--- src/rtl/psa_ram.sv ---
// Generic single-clock RAM: one write port, one read port, registered read data.
// No dependencies.
`timescale 1ns / 1ps
`default_nettype none

module psa_ram #(
    parameter int WIDTH = 8,
    parameter int DEPTH = 16
) (
    input  wire logic                             clk,
    input  wire logic                             we,
    input  wire logic [$clog2(DEPTH)-1:0]         waddr,
    input  wire logic [WIDTH-1:0]                 wdata,
    input  wire logic [$clog2(DEPTH)-1:0]         raddr,
    output logic      [WIDTH-1:0]                 rdata
);

    logic [WIDTH-1:0] mem_reg [DEPTH];
    logic [WIDTH-1:0] rdata_reg;

    // Write, and read the old contents on a same-address collision.
    always_ff @(posedge clk)
    begin
        if (we)
        begin
            mem_reg[waddr] <= wdata;
        end
        rdata_reg <= mem_reg[raddr];
    end

    assign rdata = rdata_reg;

endmodule

`default_nettype wire

--- config.mk ---
export PLATFORM = sky130hd
export DESIGN_NAME = psa_ram
export DESIGN_NICKNAME = d
export VERILOG_FILES = /design/src/rtl/psa_ram.sv
export SDC_FILE = /design/constraint.sdc
export NUM_CORES = 1
export LEC_CHECK = 0
export BUFFER_PORTS_ARGS = -buffer_cell sky130_fd_sc_hd__buf_2
export CORE_MARGIN = 2
export CORE_UTILIZATION = 50
export DETAILED_ROUTE_END_ITERATION = 8
export GPL_TIMING_DRIVEN = 0
export PLACE_DENSITY = 0.67
export SYNTH_ARGS = -nofsm -noshare
export SYNTH_HDL_FRONTEND = slang
export SYNTH_SLANG_ARGS = --single-unit
--- constraint.sdc ---
create_clock -name clk -period 3.7 [get_ports clk]
set_clock_uncertainty 0.2 [all_clocks]
set_input_delay 0.74 -clock clk [delete_from_list [all_inputs] [get_ports clk]]
set_output_delay 0.74 -clock clk [all_outputs]
set_load 0.03 [all_outputs]
==> results of run 1 <==
[cell families after synthesis]
logic type / Yosys count / share of synthesized area
buffers and inverters: 10 / 0.0168
AND/OR/NAND/NOR: 35 / 0.0318
flip-flops: 136 / 0.778
multiplexers: 32 / 0.150
AO/OA/AOI/OAI: 16 / 0.0233
[how the worst max path moves through the flow]
| stage | to | cells after the start | from | slack [ps] |
|---|---|---|---|---|
| final | mem_reg[2][0]$_DFFE_PP_ | 3 | waddr[2] | 1550 |
| after global routing | mem_reg[3][0]$_DFFE_PP_ | 3 | waddr[2] | 1450 |
| after CTS | mem_reg[0][0]$_DFFE_PP_ | 3 | waddr[2] | 1130 |
| after detailed placement | mem_reg[0][1]$_DFFE_PP_ | 3 | waddr[2] | 580 |
| after global placement | mem_reg[0][1]$_DFFE_PP_ | 3 | waddr[2] | 630 |
| after floorplan | mem_reg[0][0]$_DFFE_PP_ | 2 | waddr[2] | 1270 |
[per-layer routing]
metal  global-route usage  vias up  share of wire
met1                0.247     1206           0.42
li1                     -     1053              -
met5                    0        -              0
met4               0.0733        0          0.013
met3               0.0612        9          0.047
met2                0.306       61           0.52
[stage by stage]
step                total power, mW   util  setup WS, ps  instance area (sq um)
detailed placement             1.94  0.537           575                   5450
global route                   3.54  0.591          1450                   5990
global placement               1.94  0.536           626                   5440
finish                         3.42  0.591          1550                   5990
floorplan                      1.87      -          1270                   5150
CTS                            3.45  0.591          1130                   5990
[cell type report]
type | instances | area [sq um]
fillers | 727 | 4150
flip-flops and latches | 136 | 4000
multi-input cells | 83 | 1070
clock buffers | 23 | 467
well taps | 136 | 170
repair buffers | 24 | 120
plain buffers | 10 | 86.3
clock inverters | 9 | 73.8
[layout by cell type, fill, tap and decap left out, types with 4 or more instances in the layout]
cell	count
edfxtp_1	128
buf_2	27
mux4_2	18
a22oi_1	16
clkbuf_16	16
mux4_1	14
nor2_1	13
nand2_1	9
dfxtp_1	8
clkinv_2	5
clkbuf_8	4
[power breakdown]
group          switching [mW]  internal (mW)  total, mW
Combinational           0.108         0.0684      0.177
Clock                   0.580          0.935       1.52
Sequential            0.00748           1.72       1.73
Total                   0.696           2.73       3.42
==> flow_metrics.py, run 1 <==
metrics = {
    "placed_design": {
        "place_congestion": 0.732,
        "dp.cells": 389,
        "place.detailed.hpwl_um": 5880,
        "port_buffers": 24,
    },
    "route": {
        "viasPerCell": 5.53,
        "route.detailed.drc": 0,
        "drtIter0Drc": 180,
        "firstDrtPassIters": 4,
        "detail-route-antenna-nets": 0,
        "num_vias": 2329,
        "drt-total-wl_um": 9440,
        "wl_per_cell_um": 22.4,
    },
    "critical_path": {
        "slowest_stage": "nor2_1",
        "rr_endpoint": "rdata[7]$_DFF_P_",
        "crit_path_end_kind": "flop",
        "crit_buf_inv": 1,
        "path_delay_family": "simple AND/OR/NAND/NOR gates",
        "crit_type": "in -> reg",
        "rr_startpoint": "mem_reg[3][7]$_DFFE_PP_",
        "ff2ff_path_depth": 3,
        "path_cells": "buf_2 -> or3b_2 -> nor2_1",
        "crit_arrival_ps": 2090,
        "required_ps": 3640,
        "worst_setup_path_start_kind": "primary input",
        "cp_max_fo": 8,
        "cpPeakStageDelay_ps": 710,
        "r2r_slack_ps": 2130,
    },
    "synth": {
        "syn-num-nets": 247,
        "synthCells": 229,
        "synth_ff_type": "edfxtp_1",
        "ys_types": 19,
        "yosysTopAreaCellShare": 0.747,
        "synth-edff-count": 128,
        "synth_area_sq_mm": 0.00515,
        "ys_seq_area_frac": 0.778,
        "ys_seq_elements": 136,
        "yosysTopAreaCell": "edfxtp_1",
        "ys_warn_count": 0,
        "yosysMostFrequentCell": "edfxtp_1",
        "synth_area_leaders": "edfxtp_1, mux4_2, mux4_1, dfxtp_1, a22oi_1",
        "ys_async_sr_fraction": 0,
        "ys_top_cells_by_count": "edfxtp_1, mux4_2, a22oi_1",
        "synth.avg_cell_area_sq_um": 22.5,
    },
    "clock_network": {
        "cts.clk_slew.worst_paths_ps": 60,
        "clockBufferDepth": 2,
        "insertion_delay_ps": 520,
        "htree_levels": 4,
        "cts_root_buf": "clkbuf_8",
        "tritoncts": "done",
        "cts_made_buffers": 17,
        "cts.sinks": 136,
        "cts_resized": 0,
        "cts_setup_buffers": 0,
        "hold_buffers": 0,
    },
    "timing": {
        "tightest_slew_ps": 1240,
        "timing.fmax_mhz": 466,
        "min_period_ps": 2150,
        "drv_slew": 0,
        "rsz0062_at_grt": "no",
        "whs_ps": 404,
        "layout_worst_path_cycle_share": 0.581,
        "slew_headroom": 0.166,
        "hold_viol": 0,
        "setup_viol": 0,
        "setup_tns_ps": 0,
    },
    "min_path": {
        "hold_depth": 1,
        "hold_end": "mem_reg[14][1]$_DFFE_PP_",
        "hold_path_class": "in -> reg",
        "worstHoldStart": "wdata[1]",
    },
    "floorplan": {
        "start_util": 0.508,
        "die_x_um": 105,
        "die_y_um": 105,
        "die_area_sq_mm": 0.0111,
        "io_pins": 26,
        "core_sq_mm": 0.0101,
        "row_count": 37,
    },
    "flow_run": {
        "maxCapViolations": 0,
    },
    "grt": {
        "grt_pass1_wl_um": 14600,
        "grt_start_max_net_pins": 17,
        "overflow": 0,
        "antenna_found_initial": 0,
        "grt_pass1_vias": 2469,
        "grtUsageTotal": 0.192,
    },
    "pwr": {
        "p_leak_nw": 2.01,
        "power_density_mw_per_mm2": 571,
        "irDropWorstVdd_mv": 0.263,
    },
    "layout": {
        "fin_cells": 421,
        "largest_reg_flops": 128,
        "post_route_cells_drive_above_1_share": 0.295,
        "layout.nets": 290,
        "area_growth_pct": 16.4,
        "antenna_cells": 0,
    },
    "outcome": {
        "status": "complete, no violations",
    },
}
No activity file was read; power rests on OpenSTA's default activity.
==> inputs of run 2 (changes only) <==
--- a/config.mk
+++ b/config.mk
@@ -5,12 +5,13 @@
 export SDC_FILE = /design/constraint.sdc
 export NUM_CORES = 1
 export LEC_CHECK = 0
+export ABC_AREA = 1
 export BUFFER_PORTS_ARGS = -buffer_cell sky130_fd_sc_hd__buf_2
 export CORE_MARGIN = 2
 export CORE_UTILIZATION = 50
 export DETAILED_ROUTE_END_ITERATION = 8
 export GPL_TIMING_DRIVEN = 0
-export PLACE_DENSITY = 0.67
+export PLACE_DENSITY = 0.7
 export SYNTH_ARGS = -nofsm -noshare
 export SYNTH_HDL_FRONTEND = slang
 export SYNTH_SLANG_ARGS = --single-unit
==> constraint.sdc (replaced) <==
create_clock -name clk -period 1.8 [get_ports clk]
set_clock_uncertainty 0.2 [all_clocks]
set_input_delay 0.36 -clock clk [delete_from_list [all_inputs] [get_ports clk]]
set_output_delay 0.36 -clock clk [all_outputs]
set_load 0.03 [all_outputs]
==> run 2 against run 1 <==
  * Wire length increased by 44%
  * Combinational power increased to 2.8 times the previous value
  * Largest power group unchanged
  * Sequential power increased by 110%
  * Synthesized cell count increased by 140%
  * Die area increased by 12%
==> flow_metrics.py, run 2 <==
metrics = {
    "timing": {
        "setup_viol": 0,
        "timing.fmax_mhz": 618,
        "hold_viol": 0,
        "setup_tns_ps": 0,
        "drv_slew": 0,
        "rsz0062_at_grt": "no",
        "setup_slack_ps": 183,
        "tightest_slew_ps": 840,
        "slew_headroom": 0.438,
        "whs_ps": 164,
        "min_period_ps": 1620,
        "layout_worst_path_cycle_share": 0.898,
    },
    "clock_network": {
        "cts_root_buf": "clkbuf_16",
        "cts.clk_slew.worst_paths_ps": 60,
        "hold_buffers": 0,
        "tritoncts": "done",
        "cts_resized": 0,
        "htree_levels": 4,
        "cts.sinks": 136,
        "cts_made_buffers": 17,
        "cts_setup_buffers": 0,
        "insertion_delay_ps": 410,
        "clockBufferDepth": 2,
    },
    "synth": {
        "synth-edff-count": 128,
        "ys_async_sr_fraction": 0,
        "synthCells": 551,
        "ys_types": 12,
        "synth_area_leaders": "edfxtp_1, nand2_1, nand3_1, inv_1, dfxtp_1",
        "synth_ff_type": "edfxtp_1",
        "syn-num-nets": 569,
        "ys_top_cells_by_count": "nand2_1, edfxtp_1, inv_1",
        "ys_warn_count": 0,
        "yosysTopAreaCellShare": 0.667,
        "synth.avg_cell_area_sq_um": 10.5,
        "ys_seq_elements": 136,
        "yosysMostFrequentCell": "nand2_1",
        "yosysTopAreaCell": "edfxtp_1",
        "synth_area_sq_mm": 0.00577,
        "ys_seq_area_frac": 0.694,
    },
    "critical_path": {
        "worst_setup_path_start_kind": "primary input",
        "crit_path_end_kind": "flop",
        "cp_max_fo": 8,
        "required_ps": 1640,
        "crit_type": "in -> reg",
        "crit_buf_inv": 1,
        "slowest_stage": "nor2_1",
        "cp.depth": 3,
        "crit_arrival_ps": 1450,
        "ff2ff_path_depth": 6,
        "path_delay_family": "simple AND/OR/NAND/NOR gates",
        "path_cells": "buf_2 -> nand3b_1 -> nor2_1",
        "cpPeakStageDelay_ps": 700,
    },
    "route": {
        "drt-total-wl_um": 13600,
        "firstDrtPassIters": 7,
        "num_vias": 3874,
        "viasPerCell": 5.18,
        "drtIter0Drc": 364,
        "route.detailed.drc": 0,
        "detail-route-antenna-nets": 0,
        "wl_per_cell_um": 18.2,
    },
    "floorplan": {
        "start_util": 0.509,
        "core_sq_mm": 0.0113,
        "die_area_sq_mm": 0.0124,
        "row_count": 39,
        "die_x_um": 111,
        "die_y_um": 111,
        "io_pins": 26,
    },
    "layout": {
        "mostFrequentLayoutCell": "nand2_1",
        "multi_input_area_sq_mm": 0.00121,
        "seqCellArea_sq_mm": 0.00400,
        "fin_area_sq_mm": 0.00664,
        "final_cell_mix": "nand2_1, edfxtp_1, inv_1",
        "n_fill_cell": 959,
        "fin_cells": 748,
        "post_route_cells_drive_above_1_share": 0.122,
        "layout.nets": 610,
        "post-route-util": 0.587,
        "largest_reg_flops": 128,
        "antenna_cells": 0,
        "area_growth_pct": 15.2,
    },
    "placed_design": {
        "placed_cell_area_sq_mm": 0.00606,
        "port_buffers": 22,
        "dp.cells": 716,
        "place_congestion": 0.890,
        "place_ws_ps": -243,
        "place.detailed.hpwl_um": 8860,
    },
    "grt": {
        "grt_pass1_vias": 3655,
        "grt_start_max_net_pins": 17,
        "grt_pass1_wl_um": 20800,
        "overflow": 0,
        "antenna_found_initial": 0,
        "grtUsageTotal": 0.230,
    },
    "pwr": {
        "irDropWorstVdd_mv": 0.649,
        "p_leak_nw": 2.88,
        "p_total_mw": 7.47,
        "power_density_mw_per_mm2": 1120,
    },
    "min_path": {
        "hold_path_class": "in -> reg",
        "hold_depth": 4,
    },
    "flow_run": {
        "maxCapViolations": 0,
    },
    "outcome": {
        "status": "complete, no violations",
    },
}
==> run 2: changes by cell type in the layout (fill, tap and decap cells not counted), moves of 4 or more <==
cell,delta
a22oi_1,-16
buf_2,+8
clkbuf_8,-4
clkinv_2,-4
inv_1,+100
mux4_1,-14
mux4_2,-18
nand2_1,+164
nand3_1,+96
nor2_1,+4
==> run 2: power breakdown <==
part	internal [mW]	total [mW]	switching (mW)
Combinational	0.136	0.500	0.364
Sequential	3.54	3.56	0.0168
Clock	2.16	3.41	1.26
==> run 2: worst min-delay path, delay by kind of cell <==
kind          cells  cell delay, ps
simple gates      3             230
buf+inv           1             150
==> run 2: layout make-up <==
cell class / instances / area share
Inverter: 102 / 0.0576
Clock buffer: 18 / 0.0646
Clock inverter: 14 / 0.0237
Buffer: 24 / 0.0251
Tap cell: 143 / 0.0269
Timing Repair Buffer: 22 / 0.0166
Sequential cell: 136 / 0.603
Multi-Input combinational cell: 289 / 0.183
==> run 2: worst paths after layout <==
| kind | endpoint | slack (ps) | from |
|---|---|---|---|
| max | mem_reg[6][5]$_DFFE_PP_ | 180 | waddr[3] |
| max reg2reg | rdata[6]$_DFF_P_ | 570 | mem_reg[15][6]$_DFFE_PP_ |
| min | rdata[0]$_DFF_P_ | 160 | raddr[2] |
| min reg2reg | rdata[0]$_DFF_P_ | 490 | mem_reg[2][0]$_DFFE_PP_ |
==> run 2: cell families (layout without fill, tap and decap cells) <==
logic type / after synthesis / in the layout / synth area share
buffers and inverters: 126 / 180 / 0.0952
DFF: 136 / 136 / 0.694
and+or+nand+nor: 289 / 289 / 0.210
==> run 2: per-layer routing <==
| layer | vias up | track usage | wire length [um] |
|---|---|---|---|
| met5 | - | 0 | 0 |
| met4 | 0 | 0.0733 | 279 |
| met3 | 24 | 0.0593 | 1150 |
| met2 | 187 | 0.374 | 6640 |
| met1 | 1806 | 0.308 | 5520 |
| li1 | 1857 | - | - |
